===== src/design/assert_macros.svh =====
// ----------------------------------------------------------------------------
// assertion macros
// shared concurrent assertion helpers, clocked on clk with reset rst_n
// ----------------------------------------------------------------------------
`ifndef ASSERT_MACROS_SVH
`define ASSERT_MACROS_SVH

`ifndef SYNTHESIS

// checked only out of reset
`define HHAR_ASSERT(lbl, prop, msg) \
  lbl: assert property (@(posedge clk) disable iff (!rst_n) prop) else $error(msg);

// checked on every edge, reset included
`define HHAR_ASSERT_ALL(lbl, prop, msg) \
  lbl: assert property (@(posedge clk) prop) else $error(msg);

`else

`define HHAR_ASSERT(lbl, prop, msg)
`define HHAR_ASSERT_ALL(lbl, prop, msg)

`endif

`endif


===== src/design/hhar_pkg.sv =====
// ----------------------------------------------------------------------------
// hhar_pkg
// types, codes and constants of the hub/authority ranking engine
// ----------------------------------------------------------------------------
`default_nettype none

package hhar_pkg;

  localparam int MAX_NODES_DEF = 1024;
  localparam int MAX_EDGES_DEF = 8192;

  localparam logic [1:0] REQ_CLEAR = 2'd0;
  localparam logic [1:0] REQ_ADD   = 2'd1;
  localparam logic [1:0] REQ_RUN   = 2'd2;
  localparam logic [1:0] REQ_READ  = 2'd3;

  localparam logic [1:0] STAT_OK       = 2'd0;
  localparam logic [1:0] STAT_FULL     = 2'd1;
  localparam logic [1:0] STAT_BAD_NODE = 2'd2;

  localparam logic [1:0] CFG_NODES      = 2'd0;
  localparam logic [1:0] CFG_THRESHOLD  = 2'd1;
  localparam logic [1:0] CFG_ITER_LIMIT = 2'd2;

  localparam logic [10:0] NODES_RST      = 11'd1;
  localparam logic [31:0] THRESHOLD_RST  = 32'd21474836;
  localparam logic [15:0] ITER_LIMIT_RST = 16'd300;

  localparam logic [63:0] ONE_Q32     = 64'h0000_0001_0000_0000;
  localparam logic [31:0] SCORE_MAX   = 32'hFFFF_FFFF;
  localparam logic [47:0] ACC_MAX     = 48'hFFFF_FFFF_FFFF;
  localparam logic [31:0] FLUSH_LIMIT = 32'd512;
  localparam int          DIV_STEPS   = 32;

  typedef struct packed {
    logic [1:0] req_type;
    logic [9:0] src_node;
    logic [9:0] dst_node;
    logic [9:0] query_node;
  } in_t;

  typedef struct packed {
    logic [1:0]  status;
    logic [31:0] rank_score;
    logic [15:0] iterations_run;
    logic        converged;
  } out_t;

  typedef struct packed {
    logic        start;
    logic [63:0] num;
    logic [63:0] den;
  } div_req_t;

  typedef struct packed {
    logic        busy;
    logic        done;
    logic [31:0] quot;
  } div_rsp_t;

endpackage

`default_nettype wire


===== src/design/hhar_div.sv =====
// ----------------------------------------------------------------------------
// hhar_div
// shared restoring fraction divider, floor(num * 2^32 / den), one bit a cycle
// ----------------------------------------------------------------------------
`default_nettype none

module hhar_div
  import hhar_pkg::*;
(
  input  wire logic     clk,
  input  wire logic     rst_n,
  input  wire div_req_t req,
  output div_rsp_t      rsp
);

  logic        busy_r, busy_nxt;
  logic        done_r, done_nxt;
  logic [5:0]  cnt_r, cnt_nxt;
  logic [63:0] rem_r, rem_nxt;
  logic [63:0] den_r, den_nxt;
  logic [31:0] q_r, q_nxt;
  logic [63:0] gap;

  assign gap = den_r - rem_r;

  always_comb begin
    busy_nxt = busy_r;
    done_nxt = 1'b0;
    cnt_nxt  = cnt_r;
    rem_nxt  = rem_r;
    den_nxt  = den_r;
    q_nxt    = q_r;
    if (req.start) begin
      if (req.num >= req.den) begin
        q_nxt    = SCORE_MAX;
        done_nxt = 1'b1;
        busy_nxt = 1'b0;
      end else begin
        rem_nxt  = req.num;
        den_nxt  = req.den;
        q_nxt    = '0;
        cnt_nxt  = '0;
        busy_nxt = 1'b1;
      end
    end else if (busy_r) begin
      if (rem_r >= gap) begin
        rem_nxt = rem_r - gap;
        q_nxt   = {q_r[30:0], 1'b1};
      end else begin
        rem_nxt = {rem_r[62:0], 1'b0};
        q_nxt   = {q_r[30:0], 1'b0};
      end
      cnt_nxt = cnt_r + 6'd1;
      if (cnt_r == 6'(DIV_STEPS - 1)) begin
        busy_nxt = 1'b0;
        done_nxt = 1'b1;
      end
    end
  end

  always_ff @(posedge clk) begin
    if (!rst_n) begin
      busy_r <= 1'b0;
      done_r <= 1'b0;
      cnt_r  <= '0;
    end else begin
      busy_r <= busy_nxt;
      done_r <= done_nxt;
      cnt_r  <= cnt_nxt;
    end
    rem_r <= rem_nxt;
    den_r <= den_nxt;
    q_r   <= q_nxt;
  end

  assign rsp.busy = busy_r;
  assign rsp.done = done_r;
  assign rsp.quot = q_r;

endmodule

`default_nettype wire


===== config.mk =====
export PLATFORM = sky130hd
export DESIGN_NAME = hhar_div
export DESIGN_NICKNAME = d
export VERILOG_FILES = /design/src/design/assert_macros.svh /design/src/design/hhar_pkg.sv /design/src/design/hhar_div.sv
export SDC_FILE = /design/constraint.sdc
export NUM_CORES = 1
export LEC_CHECK = 0
export ABC_AREA = 1
export ABC_CLOCK_PERIOD_IN_PS = 7750
export BUFFER_PORTS_ARGS = -buffer_cell sky130_fd_sc_hd__buf_4
export CAP_MARGIN = 10
export CORE_ASPECT_RATIO = 2
export CORE_MARGIN = 2
export CORE_UTILIZATION = 50
export CTS_CLUSTER_DIAMETER = 30
export DETAILED_ROUTE_END_ITERATION = 8
export PLACE_DENSITY = 0.8
export SLEW_MARGIN = 20
export SYNTH_ARGS = -nofsm -noshare
export SYNTH_HDL_FRONTEND = slang
export SYNTH_SLANG_ARGS = --single-unit

===== constraint.sdc =====
create_clock -name clk -period 7.75 [get_ports clk]
set_input_delay 0.775 -clock clk [delete_from_list [all_inputs] [get_ports clk]]
set_output_delay 0.775 -clock clk [all_outputs]
set_load 0.02 [all_outputs]

# After elaboration in Yosys (flattened, before gate mapping)
# Index checks and enable logic that the tools add are counted.
[totals]
regBits = 168
in_bits = 131
out_inout_bits = 34
wordCells = 36
[op_classes]
add_sub_neg = 3
n_lt_le_gt_ge = 2
n_eq_ne = 2
mux = 19
bitwise_logic = 1
n_reduce_logical = 3
[op_table]
columns = ["op", "n"]
rows = [
  ["two-way mux 64 bit", 4],
  [">= comparator 64 bit", 2],
  ["subtractor 64 bit", 2],
  ["two-way mux 32 bit", 3],
  ["two-way mux 6 bit", 3],
  ["two-way mux 1 bit", 9],
  ["adder 6 x 1 -> 6 bit (second input constant)", 1],
  ["equality test 6 x 5 -> 1 bit (second input constant)", 1],
  ["AND reduction 2 bit", 2],
  ["inequality test 2 bit (second input constant)", 1],
  ["nonzero test 2 bit", 1],
  ["NOT 1 bit", 1],
]

# Depth between registers and ports, before layout
# Gate-level depths: netlist of run 1.
[logic_depth]
word_depth = 5
ltp_mapped = 31
mapped_depth_nobuf = 31

# Worst setup path before layout of run 1
# Ideal clock, no wire load.
[synth_timing]
kind = "register to register"
startpoint = "register den_r[0]"
endpoint = "register rem_r[51], data pin"
setup_time_ps = 252
arrival_ps = 3701
required_ps = 7498
slack_ps = 3797
stages_incl_launch_ff = 28
path_buffers = 2
period_less_slack_ps = 3953
cell_sequence = "edfxtp_1 > inv_1 > ha_1 > inv_1 > fa_1 > nand3_1 > nand2_1 > a21oi_1 > o21ai_0 > a21oi_1 > nand2b_1 > nand3_1 > nand2_1 > nand2_1 > ha_1 > nand2_1 > nor2_1 > inv_1 > nor2_2 > nand2_1 > nor2_4 > nand3_2 > nand3_2 > buf_6 > buf_8 > nand3_2 > nand2_1 > nand2_1"
[synth_via]
elab_chain_cells = 5
word_cells_on_any_way = 6
classes_between = "add/sub (2); order compare (1); mux (3)"
[synth_rtl]
columns = ["element", "line", "source"]
rows = [
  ["start: declaration", "hhar_div.sv:20", "logic [63:0] den_r, den_nxt;"],
  ["start signal: assignment", "hhar_div.sv:72", "den_r <= den_nxt;"],
  ["subtractor 64 bit *", "hhar_div.sv:24", "assign gap = den_r - rem_r;"],
  ["subtractor 64 bit / >= comparator 64 bit (equally long branches)", "hhar_div.sv:47, hhar_div.sv:46", ""],
  ["two-way mux 64 bit *", "hhar_div.sv:46", "if (rem_r >= gap) begin"],
  ["two-way mux 64 bit *", "hhar_div.sv:45", "end else if (busy_r) begin"],
  ["two-way mux 64 bit *", "hhar_div.sv:33", "if (req.start) begin"],
  ["net rem_nxt[51]", "hhar_div.sv:19", "logic [63:0] rem_r, rem_nxt;"],
  ["end signal: assignment", "hhar_div.sv:71", "rem_r <= rem_nxt;"],
  ["end: declaration", "hhar_div.sv:19", ""],
]
# The timed path passes the listed nets; every way through them passes the cells marked *. The select of a mux whose other input is x is not followed.
# A chain may end at the register's enable or synchronous reset.

# Final worst setup path of run 1
[layout_timing]
startpoint = "register den_r[0]"
endpoint = "register rem_r[58], data pin"
# The elaborated chain is that of the path after synthesis.

==> results.ini, run 1 <==
[outcome]
status = complete, no violations

[logic_synthesis]
yosysWarnings = 0
postSynthNetCount = 3401
synth_mux_area_share_pct = 0
synth_area_um2 = 19350
synth_seq_area_share_pct = 25.66
synth-seq-cells = 168
synth-compound-area-share_pct = 10.24
synth.distinct_cells = 39
synth_cells = 3076
ys.flop_type = edfxtp_1
async_flop_share_pct = 0
synth_adder_area_share_pct = 12.62
synth_xor_xnor_area_share_pct = 3.622
synth-simple-area-share_pct = 35.53
synth_top_family_by_area = simple AND/OR/NAND/NOR gates
synth-edff-count = 160
avgSynthCellArea_um2 = 6.290

[global_route]
grt-ovfl-total = 0
grtUsageTotal_pct = 37.64
antenna_found_initial = 0
first_global_vias = 19880
grt_max_degree = 68
grt_pass1_wl_mm = 112.3

[clock_network]
clock-root-buffer = clkbuf_16
path_clk_slew_ns = 0.08
post_cts_buffers = 0
hold_buffers = 0
cts_tree = built
cts_buffer_depth = 2
clock_latency_ns = 0.47
cts_made_buffers = 17
post_cts_resize_count = 0
numClockSinks = 168
h-tree-depth = 4

[place]
place_inst = 3726
dp_hpwl_mm = 63.78
io_buffers = 164
place_ws_ns = 2.506
place.gp.congestion = 1.139

[route]
drtIter0Drc = 2147
wl_per_cell_um = 20.27
first_pass_iters = 7
vias = 20620
drc = 0
final_antenna_net_count = 0
viasPerCell = 5.488
routed_wl_mm = 76.17

[die]
row_count = 102
die_area_um2 = 40380
start_util_pct = 50.36
core_um2 = 38410
pin_count = 165
die_y_um = 282.2
dieWidth_um = 143.1

[worst_setup_path]
r2r_setup_slack_ns = 2.25
rr_endpoint = rem_r[58]
timing.rr.start = den_r[0]
end_kind = flop
cp-endpoint = rem_r[58]
r2r_cells = 26
worst-endpoint-required_ns = 7.97
crit_path_max_fanout = 5
critPathArrivalTime_ns = 5.72
path_class = reg2reg
start_kind = flop
crit_start = den_r[0]

[finish]
drive_above_1_share_pct = 7.505
instances_no_fill = 3758
num_antenna_cells = 0
final_common_cell = nand2_1
finalNetCount = 3550
regArea_um2 = 4965
area_growth_pct = 11.83
mostFrequentLayoutCells = 1033 x nand2_1, 562 x inv_1, 298 x nor2_1
fill_cells = 3943
multi_input_area_um2 = 12010

[worst_hold_path]
hold_path.class = reg2reg

[timing]
hold_slack_ns = 0.4862
final_hold_viol_count = 0
period_minus_slack_ns = 5.502
relSlewSlack_pct = 26.30
fin_ws_ns = 2.248
post-route-period-util_pct = 70.99
slew_violations = 0
clock_skew_ns = 0.01242
setup_viol = 0
timing.fmax_ghz = 0.1818
setup-tns-final_ns = 0
max_slew.worst_pin.slew_ns = 1.103
rsz0062_at_grt = no

[run]
drv_cap = 0

worst max-delay path: stages (launching register included):
cell and delay (ns):
edfxtp_1 0.40, inv_1 0.08, ha_1 0.14, inv_1 0.06
fa_1 0.42, nand3_1 0.12, nand2_1 0.18, nand2_1 0.11
nand2_1 0.11, a21boi_0 0.48, o21ai_0 0.44, nand3_1 0.29
nand3_1 0.11, nand2_1 0.07, nand2_1 0.07, ha_1 0.39
nand2_1 0.11, nor2_1 0.20, inv_1 0.09, nor2_1 0.36
nand2_1 0.23, nor3_1 0.17, nand2_1 0.23, nand3_1 0.18
nand3_2 0.08, nand2_1 0.08, nand2_1 0.04
flip-flops by register name, summed over array words and instances (netlist names):
name	cells
den_r	64
rem_r	64
q_r	32
cnt_r	6
busy_r	1
done_r	1
stage by stage:
step	instance area [um2]	util (%)
global route	21640	56.32
floorplan	19350	-
CTS	21640	56.32
finish	21640	56.32
global placement	21070	54.85
detailed placement	21070	54.85
cell type report:
class	instances	area share, %
Timing Repair Buffer	175	6.072
Inverter	568	9.854
Clock inverter	12	0.5031
Clock buffer	20	2.111
Multi-Input combinational cell	2295	55.51
Sequential cell	168	22.95
Tap cell	520	3.007
cell families (layout without fill, tap and decap cells):
logic type               Yosys count  after routing
AO/OA/AOI/OAI                    366            366
XOR/XNOR                          80             80
adder cells (fa/ha/maj)          194            194
buffers and inverters            613            775
flip-flops                       168            168
AND/OR/NAND/NOR                 1655           1655
synthesized netlist by cell type (7+ instances only):
cell type | instances | area [um2]
nand4_1 | 84 | 525.5
nand2_1 | 1034 | 3881
xor2_1 | 26 | 227.7
buf_2 | 12 | 60.06
nand3_1 | 153 | 765.7
xnor2_1 | 54 | 473.0
inv_1 | 563 | 2113
o21a_1 | 8 | 60.06
clkbuf_1 | 21 | 78.83
ha_1 | 192 | 2402
edfxtp_1 | 160 | 4805
nand3b_1 | 15 | 112.6
o21ai_0 | 106 | 530.5
nand2_2 | 9 | 56.30
nor2_1 | 298 | 1119
nand3_2 | 13 | 130.1
dfxtp_1 | 8 | 160.2
a21o_1 | 8 | 60.06
nor3_1 | 31 | 155.2
nor4_1 | 7 | 43.79
o21bai_1 | 25 | 187.7
a21boi_0 | 10 | 75.07
a21oi_1 | 195 | 975.9
layer usage:
metal  global-route usage [%]  part of all wire [%]  up-vias
met2                    60.30                    45      980
li1                         -                     -    10110
met3                    3.961                   7.1      190
met5                        0                     0        -
met1                    47.05                    40     9347
met4                    26.50                   8.1        0
how the worst min path moves through the flow:
stage	startpoint	endpoint	slack [ns]	cells past startpoint
4_1_cts	req[61]	den_r[61]	0.47	1
2_1_floorplan	cnt_r[0]	cnt_r[0]	0.45	1
3_3_place_gp	cnt_r[3]	cnt_r[3]	0.47	2
5_1_grt	req[60]	den_r[60]	0.48	1
6_report	cnt_r[3]	cnt_r[3]	0.49	2
3_5_place_dp	cnt_r[3]	cnt_r[3]	0.48	2
Power of run 1 is not shown: default switching activity piles up to over one toggle a cycle in this logic, so the estimate is an artifact.
==> run 2, diff against run 1 <==
--- a/config.mk
+++ b/config.mk
@@ -6,7 +6,7 @@
 export NUM_CORES = 1
 export LEC_CHECK = 0
 export ABC_AREA = 1
-export ABC_CLOCK_PERIOD_IN_PS = 7750
+export ABC_CLOCK_PERIOD_IN_PS = 5000
 export BUFFER_PORTS_ARGS = -buffer_cell sky130_fd_sc_hd__buf_4
 export CAP_MARGIN = 10
 export CORE_ASPECT_RATIO = 2
@@ -14,7 +14,7 @@
 export CORE_UTILIZATION = 50
 export CTS_CLUSTER_DIAMETER = 30
 export DETAILED_ROUTE_END_ITERATION = 8
-export PLACE_DENSITY = 0.8
+export PLACE_DENSITY = 0.82
 export SLEW_MARGIN = 20
 export SYNTH_ARGS = -nofsm -noshare
 export SYNTH_HDL_FRONTEND = slang
==> constraint.sdc (replaced) <==
create_clock -name clk -period 5 [get_ports clk]
set_input_delay 0.5 -clock clk [delete_from_list [all_inputs] [get_ports clk]]
set_output_delay 0.5 -clock clk [all_outputs]
set_load 0.02 [all_outputs]
==> run 2 against run 1 <==
Cell count up 2.3%. Worst setup slack worse by 2.0 ns. Final area up 4.2%. Register-to-register slack worse by 2.0 ns. Wire length grew 0.71%. Sequential share of layout area is 0.93 points lower. Non-clock buffer count up 86. Count of clock-buffer cells in the layout fell by 1. Die area is the same. Utilization increased by 2.4 points. Critical endpoint is now rem_r[44]. Flip-flop and latch count did not move. Critical path type unchanged.
==> results.ini, run 2 (synthesis gave the netlist of run 1 again) <==
[global_route]
grt_pass1_wl_mm = 114.5  ; +2.0%
grt-ovfl-total = 0  ; unchanged
grt_max_degree = 68  ; unchanged
first_global_vias = 20690  ; +4.1%
grtUsageTotal_pct = 38.18  ; +0.53 points
antenna_found_initial = 0  ; unchanged

[clock_network]
numClockSinks = 168  ; unchanged
hold_buffers = 0  ; unchanged
h-tree-depth = 4  ; unchanged
clock_latency_ns = 0.47  ; about the same
path_clk_slew_ns = 0.08  ; about the same
cts_buffer_depth = 2  ; unchanged
cts_tree = built
clock-root-buffer = clkbuf_16
cts_made_buffers = 17  ; unchanged

[place]
place_inst = 3810  ; +2.3%
dp_hpwl_mm = 65.95  ; +3.4%
place.gp.congestion = 1.003  ; -12%
io_buffers = 164  ; unchanged

[worst_setup_path]
timing.rr.start = rem_r[2]
crit_top_cell = nand2_1
end_kind = flop
worst_path_max_delay_cell = ha_2
slowest_delay_ns = 0.44  ; -0.04 ns
r2r_cells = 28  ; +7.7%
cp-endpoint = rem_r[44]
path_class = reg2reg
start_kind = flop
r2r_setup_slack_ns = 0.25  ; -2.00 ns
crit_path_max_fanout = 21  ; +16
critPathArrivalTime_ns = 4.97  ; -0.75 ns
rr_endpoint = rem_r[44]
crit_start = rem_r[2]
worst-endpoint-required_ns = 5.22  ; -2.75 ns

[timing]
period_minus_slack_ns = 4.755  ; -0.7471 ns
post-route-period-util_pct = 95.09  ; +24 points
setup_viol = 0  ; unchanged
max_slew.worst_pin.slew_ns = 1.076  ; -0.02694 ns
timing.fmax_ghz = 0.2103  ; +16%
relSlewSlack_pct = 28.10  ; +1.8 points
clock_skew_ns = 0.01246  ; +0.00003510 ns
final_hold_viol_count = 0  ; unchanged
slew_violations = 0  ; unchanged

[finish]
fill_cells = 3815  ; -3.2%
instances_no_fill = 3844  ; +2.3%
mostFrequentLayoutCells = 1028 x nand2_1, 562 x inv_1, 296 x nor2_1
area_growth_pct = 16.57
finalNetCount = 3636  ; +2.4%
drive_above_1_share_pct = 10.47  ; +3.0 points
final_common_cell = nand2_1
num_antenna_cells = 0  ; unchanged
reg.largest.list = den_r x64, rem_r x64, q_r x32

[route]
wl_per_cell_um = 19.96  ; -1.5%
first_pass_iters = 6  ; -1
final_antenna_net_count = 0  ; unchanged
viasPerCell = 5.445  ; -0.79%
vias = 20930  ; +1.5%
drtIter0Drc = 1832  ; -15%
routed_wl_mm = 76.71  ; +0.71%
drc = 0  ; unchanged

[die]
die_y_um = 282.2  ; unchanged
die_area_um2 = 40380  ; unchanged
core_um2 = 38410  ; unchanged
pin_count = 165  ; unchanged
dieWidth_um = 143.1  ; unchanged
row_count = 102  ; unchanged
start_util_pct = 50.36  ; unchanged

[run]
drv_cap = 0  ; unchanged

[outcome]
status = complete, no violations

[worst_hold_path]
hold_path.class = in2reg

run 2: cell count changes in the layout (fill, tap and decap cells not counted), moves of 4 or more:
cell / before / now
a21oi_1: 195 / 189
a21oi_2: 1 / 6
buf_12: 0 / 7
buf_4: 175 / 254
bufinv_16: 0 / 4
inv_8: 1 / 5
nand2_1: 1033 / 1028
nand2_2: 10 / 14
run 2: final cells by class:
class,count,area (um2),area share [%]
Tap cell,520,650.6,2.885
Multi-Input combinational cell,2295,12120,53.73
Sequential cell,168,4965,22.01
Clock buffer,19,432.9,1.920
Timing Repair Buffer,261,2047,9.076
Inverter,568,2132,9.454
Clock inverter,13,209.0,0.9265
run 2: critical path, delay by kind of cell, from the launching register on:
kind                       cells  cell delay (ns)
AOI/OAI and AO/OA              2             0.34
adders and majority gates      2             0.79
buffers and inverters          5             0.68
DFF                            1             0.38
and+or+nand+nor               19             2.31
run 2: per-layer routing:
layer | track usage [%] | vias to the layer above | part of all wire, %
met4 | 26.10 | 0 | 8.0
li1 | - | 10310 | -
met1 | 45.63 | 9511 | 39
met3 | 4.046 | 219 | 6.0
met5 | 0 | - | 0
met2 | 63.89 | 895 | 47
run 2: metrics by stage:
step	worst slack, ns	area [um2]	TNS [ns]	hold WS [ns]	utilization, %
2_1_floorplan	1.047	19350	0	0.4532	-
3_3_place_gp	0.2470	21790	0	0.4688	56.72
3_5_place_dp	0.08941	21790	0	0.4821	56.72
4_1_cts	0.04373	22430	0	0.1995	58.39
5_1_grt	-0.005556	22550	-0.005622	0.2055	58.71
6_report	0.2454	22550	0	0.2117	58.71
run 2: worst min-delay path by stage:
stage               startpoint        end  slack (ns)  cells past startpoint
floorplan             cnt_r[0]   cnt_r[0]        0.45                      1
global placement      cnt_r[3]   cnt_r[3]        0.47                      2
detailed placement    cnt_r[3]   cnt_r[3]        0.48                      2
CTS                     req[4]   den_r[4]        0.20                      1
global route            req[1]   den_r[1]        0.21                      1
finish                 req[40]  den_r[40]        0.21                      1
run 2: repair_timing:
action,in CTS,in global routing
setup buffers,0,2
endpoints found under the setup margin,0,65
gates resized for setup,0,29
Power of run 2 is left out for the same reason.
==> run 3, diff against run 2 <==
--- a/config.mk
+++ b/config.mk
@@ -9,7 +9,7 @@
 export ABC_CLOCK_PERIOD_IN_PS = 5000
 export BUFFER_PORTS_ARGS = -buffer_cell sky130_fd_sc_hd__buf_4
 export CAP_MARGIN = 10
-export CORE_ASPECT_RATIO = 2
+export CORE_ASPECT_RATIO = 1.4
 export CORE_MARGIN = 2
 export CORE_UTILIZATION = 50
 export CTS_CLUSTER_DIAMETER = 30
==> run 3 against run 2 <==
First-iteration DRC count grew 12%. Register-to-register slack lost 0.11 ns. Via count grew 3.0%. Global-route usage grew 1.6 points. Worst setup slack lost 0.11 ns. Sequential share of layout area shrank 0.49 points. Clock skew grew 0.016 ns. Maximum frequency shrank 2.2%. Final area grew 2.3%. Cell count grew 1.0%. Non-clock buffer count grew 82. Utilization grew 1.5 points. Largest cell class unchanged.
==> results.ini, run 3 (synthesis gave the netlist of run 1 again) <==
[place]
place_inst = 3849  ; +1.0%
place_ws_ns = 0.06034  ; -0.02907 ns
place.gp.congestion = 1.088  ; +8.4%
io_buffers = 164  ; unchanged
dp_hpwl_mm = 68.19  ; +3.4%

[route]
vias = 21560  ; +3.0%
drtIter0Drc = 2044  ; +12%
wl_met1_mm = 28.79  ; -3.3%
topRoutingLayerUsed = met4
wl_met2_mm = 38.34  ; +5.9%
routed_wl_mm = 81.42  ; +6.1%
wl_per_cell_um = 20.96  ; +5.0%
dr_wl_met3_mm = 5.617  ; +22%
first_pass_iters = 9  ; +3
viasPerCell = 5.550  ; +1.9%
final_antenna_net_count = 0  ; unchanged
drc = 0  ; unchanged

[timing]
hold_slack_ns = 0.1739  ; -0.03774 ns
slew_violations = 0  ; unchanged
fin_ws_ns = 0.1380  ; -0.1074 ns
max_slew.worst_pin.slew_ns = 1.036  ; -0.04022 ns
clock_skew_ns = 0.02811  ; +0.01565 ns
post-route-period-util_pct = 97.24  ; +2.1 points
timing.fmax_ghz = 0.2057  ; -2.2%
relSlewSlack_pct = 30.79  ; +2.7 points
rsz0062_at_grt = yes
period_minus_slack_ns = 4.862  ; +0.1074 ns
setup_viol = 0  ; unchanged
final_hold_viol_count = 0  ; unchanged

[worst_hold_path]
hold_path.class = in2reg
min-delay-start = req[12]
holdPathEnd = den_r[12]
holdPathStages = 1  ; unchanged

[die]
pin_count = 165  ; unchanged
core_um2 = 38290  ; -0.33%
start_util_pct = 50.53  ; +0.17 points
die_area_um2 = 40310  ; -0.18%
row_count = 85  ; -17%
dieWidth_um = 170.3  ; +19%
die_y_um = 236.8  ; -16%

[finish]
drive_above_1_share_pct = 12.65  ; +2.2 points
instances_no_fill = 3884  ; +1.0%
num_antenna_cells = 0  ; unchanged
reg.largest.list = den_r x64, rem_r x64, q_r x32
mostFrequentLayoutCells = 1031 x nand2_1, 562 x inv_1, 335 x buf_4
final_common_cell = nand2_1
post-route-util_pct = 60.24  ; +1.5 points
finalNetCount = 3718  ; +2.3%
area_growth_pct = 19.21

[worst_setup_path]
start_kind = flop
worst_path_max_delay_cell = edfxtp_1
path_class = reg2reg
end_kind = flop
slowest_delay_ns = 0.42  ; -0.02 ns
critPathTopFamily = compound AO/OA/AOI/OAI gates
r2r_cells = 25  ; -11%
rr_endpoint = rem_r[57]
crit_path_max_fanout = 16  ; -24%
r2r_setup_slack_ns = 0.14  ; -0.11 ns
critPathArrivalTime_ns = 5.11  ; +0.14 ns
timing.rr.start = rem_r[6]
worstSetupPathDepth = 25  ; -11%
worst-endpoint-required_ns = 5.24  ; +0.02 ns
crit_top_cell = nand2_1
crit_buf_inv = 5  ; unchanged

[global_route]
antenna_found_initial = 1  ; +1
grt-ovfl-total = 0  ; unchanged
grtUsageTotal_pct = 39.75  ; +1.6 points
grt_max_degree = 46  ; -32%
first_global_vias = 20590  ; -0.50%
grt_pass1_wl_mm = 117.7  ; +2.8%

[clock_network]
clock_latency_ns = 0.51  ; +0.04 ns
hold_buffers = 0  ; unchanged
numClockSinks = 168  ; unchanged
path_clk_slew_ns = 0.10  ; +0.02 ns
clock-root-buffer = clkbuf_16
cts_made_buffers = 17  ; unchanged
cts_tree = built
h-tree-depth = 4  ; unchanged
cts_buffer_depth = 2  ; unchanged

[outcome]
status = complete, no violations

[run]
drv_cap = 0  ; unchanged

## run 3: cell types whose count changed in the layout (fill, tap and decap cells not counted), moves of 3 or more
cell | before | now
buf_4 | 254 | 335
ha_2 | 1 | 7
clkinv_8 | 0 | 5
bufinv_16 | 4 | 0
ha_1 | 189 | 185
o21ai_0 | 103 | 99
o21ai_1 | 7 | 11
a21oi_1 | 189 | 186
a21oi_2 | 6 | 9
nand2_1 | 1028 | 1031
## run 3: how the worst max path moves through the flow
stage / slack [ns] / end / from
6_report: 0.14 / rem_r[57] / rem_r[6]
5_1_grt: -0.02 / rem_r[54] / rem_r[8]
3_3_place_gp: 0.22 / rem_r[49] / rem_r[6]
3_5_place_dp: 0.06 / rem_r[50] / den_r[0]
2_1_floorplan: 1.05 / rem_r[51] / den_r[0]
4_1_cts: 0.02 / rem_r[57] / den_r[0]
## run 3: worst reg2reg max path, stage by stage, from the launching register on
cell and delay [ns]:
edfxtp_1 0.42, inv_1 0.10, ha_1 0.26, a21oi_1 0.25, buf_4 0.16, o21ai_0 0.11, a21oi_1 0.21, buf_4 0.15
nor2_1 0.03, o21ai_0 0.18, nand4_1 0.38, xnor2_1 0.25, ha_1 0.36, a21oi_1 0.35, o21a_1 0.18, nand2_1 0.08
nand2_1 0.07, nand2_1 0.11, a21oi_4 0.19, nand3_4 0.17, buf_4 0.20, nand2_2 0.07, buf_12 0.16, nand2_1 0.06
nand2_1 0.06, nand2_1 0.05
## run 3: area by class of cell
cell class | instances | area (um2)
Sequential cell | 168 | 4965
Clock inverter | 15 | 178.9
Fill cell | 3808 | 15220
Inverter | 568 | 2132
Timing Repair Buffer | 343 | 2680
Tap cell | 478 | 598.1
Multi-Input combinational cell | 2295 | 12080
Clock buffer | 17 | 425.4
## run 3: what timing repair did
| action | in CTS | in global routing |
|---|---|---|
| buffers inserted | 0 | 2 |
| gates resized for setup | 0 | 30 |
| endpoints found under the setup margin | 0 | 65 |
## run 3: through the flow
step	area, um2	setup TNS (ns)
finish	23060	0
global route	23060	-0.04823
CTS	22950	0
detailed placement	22340	0
global placement	22340	0
floorplan	19350	0
## run 3: metal layers
metal / vias up / global-route usage [%]
met2: 1106 / 67.94
met1: 9636 / 41.63
met3: 348 / 6.518
li1: 10470 / -
met5: - / 0
met4: 0 / 35.64
Power of run 3 is left out for the same reason.
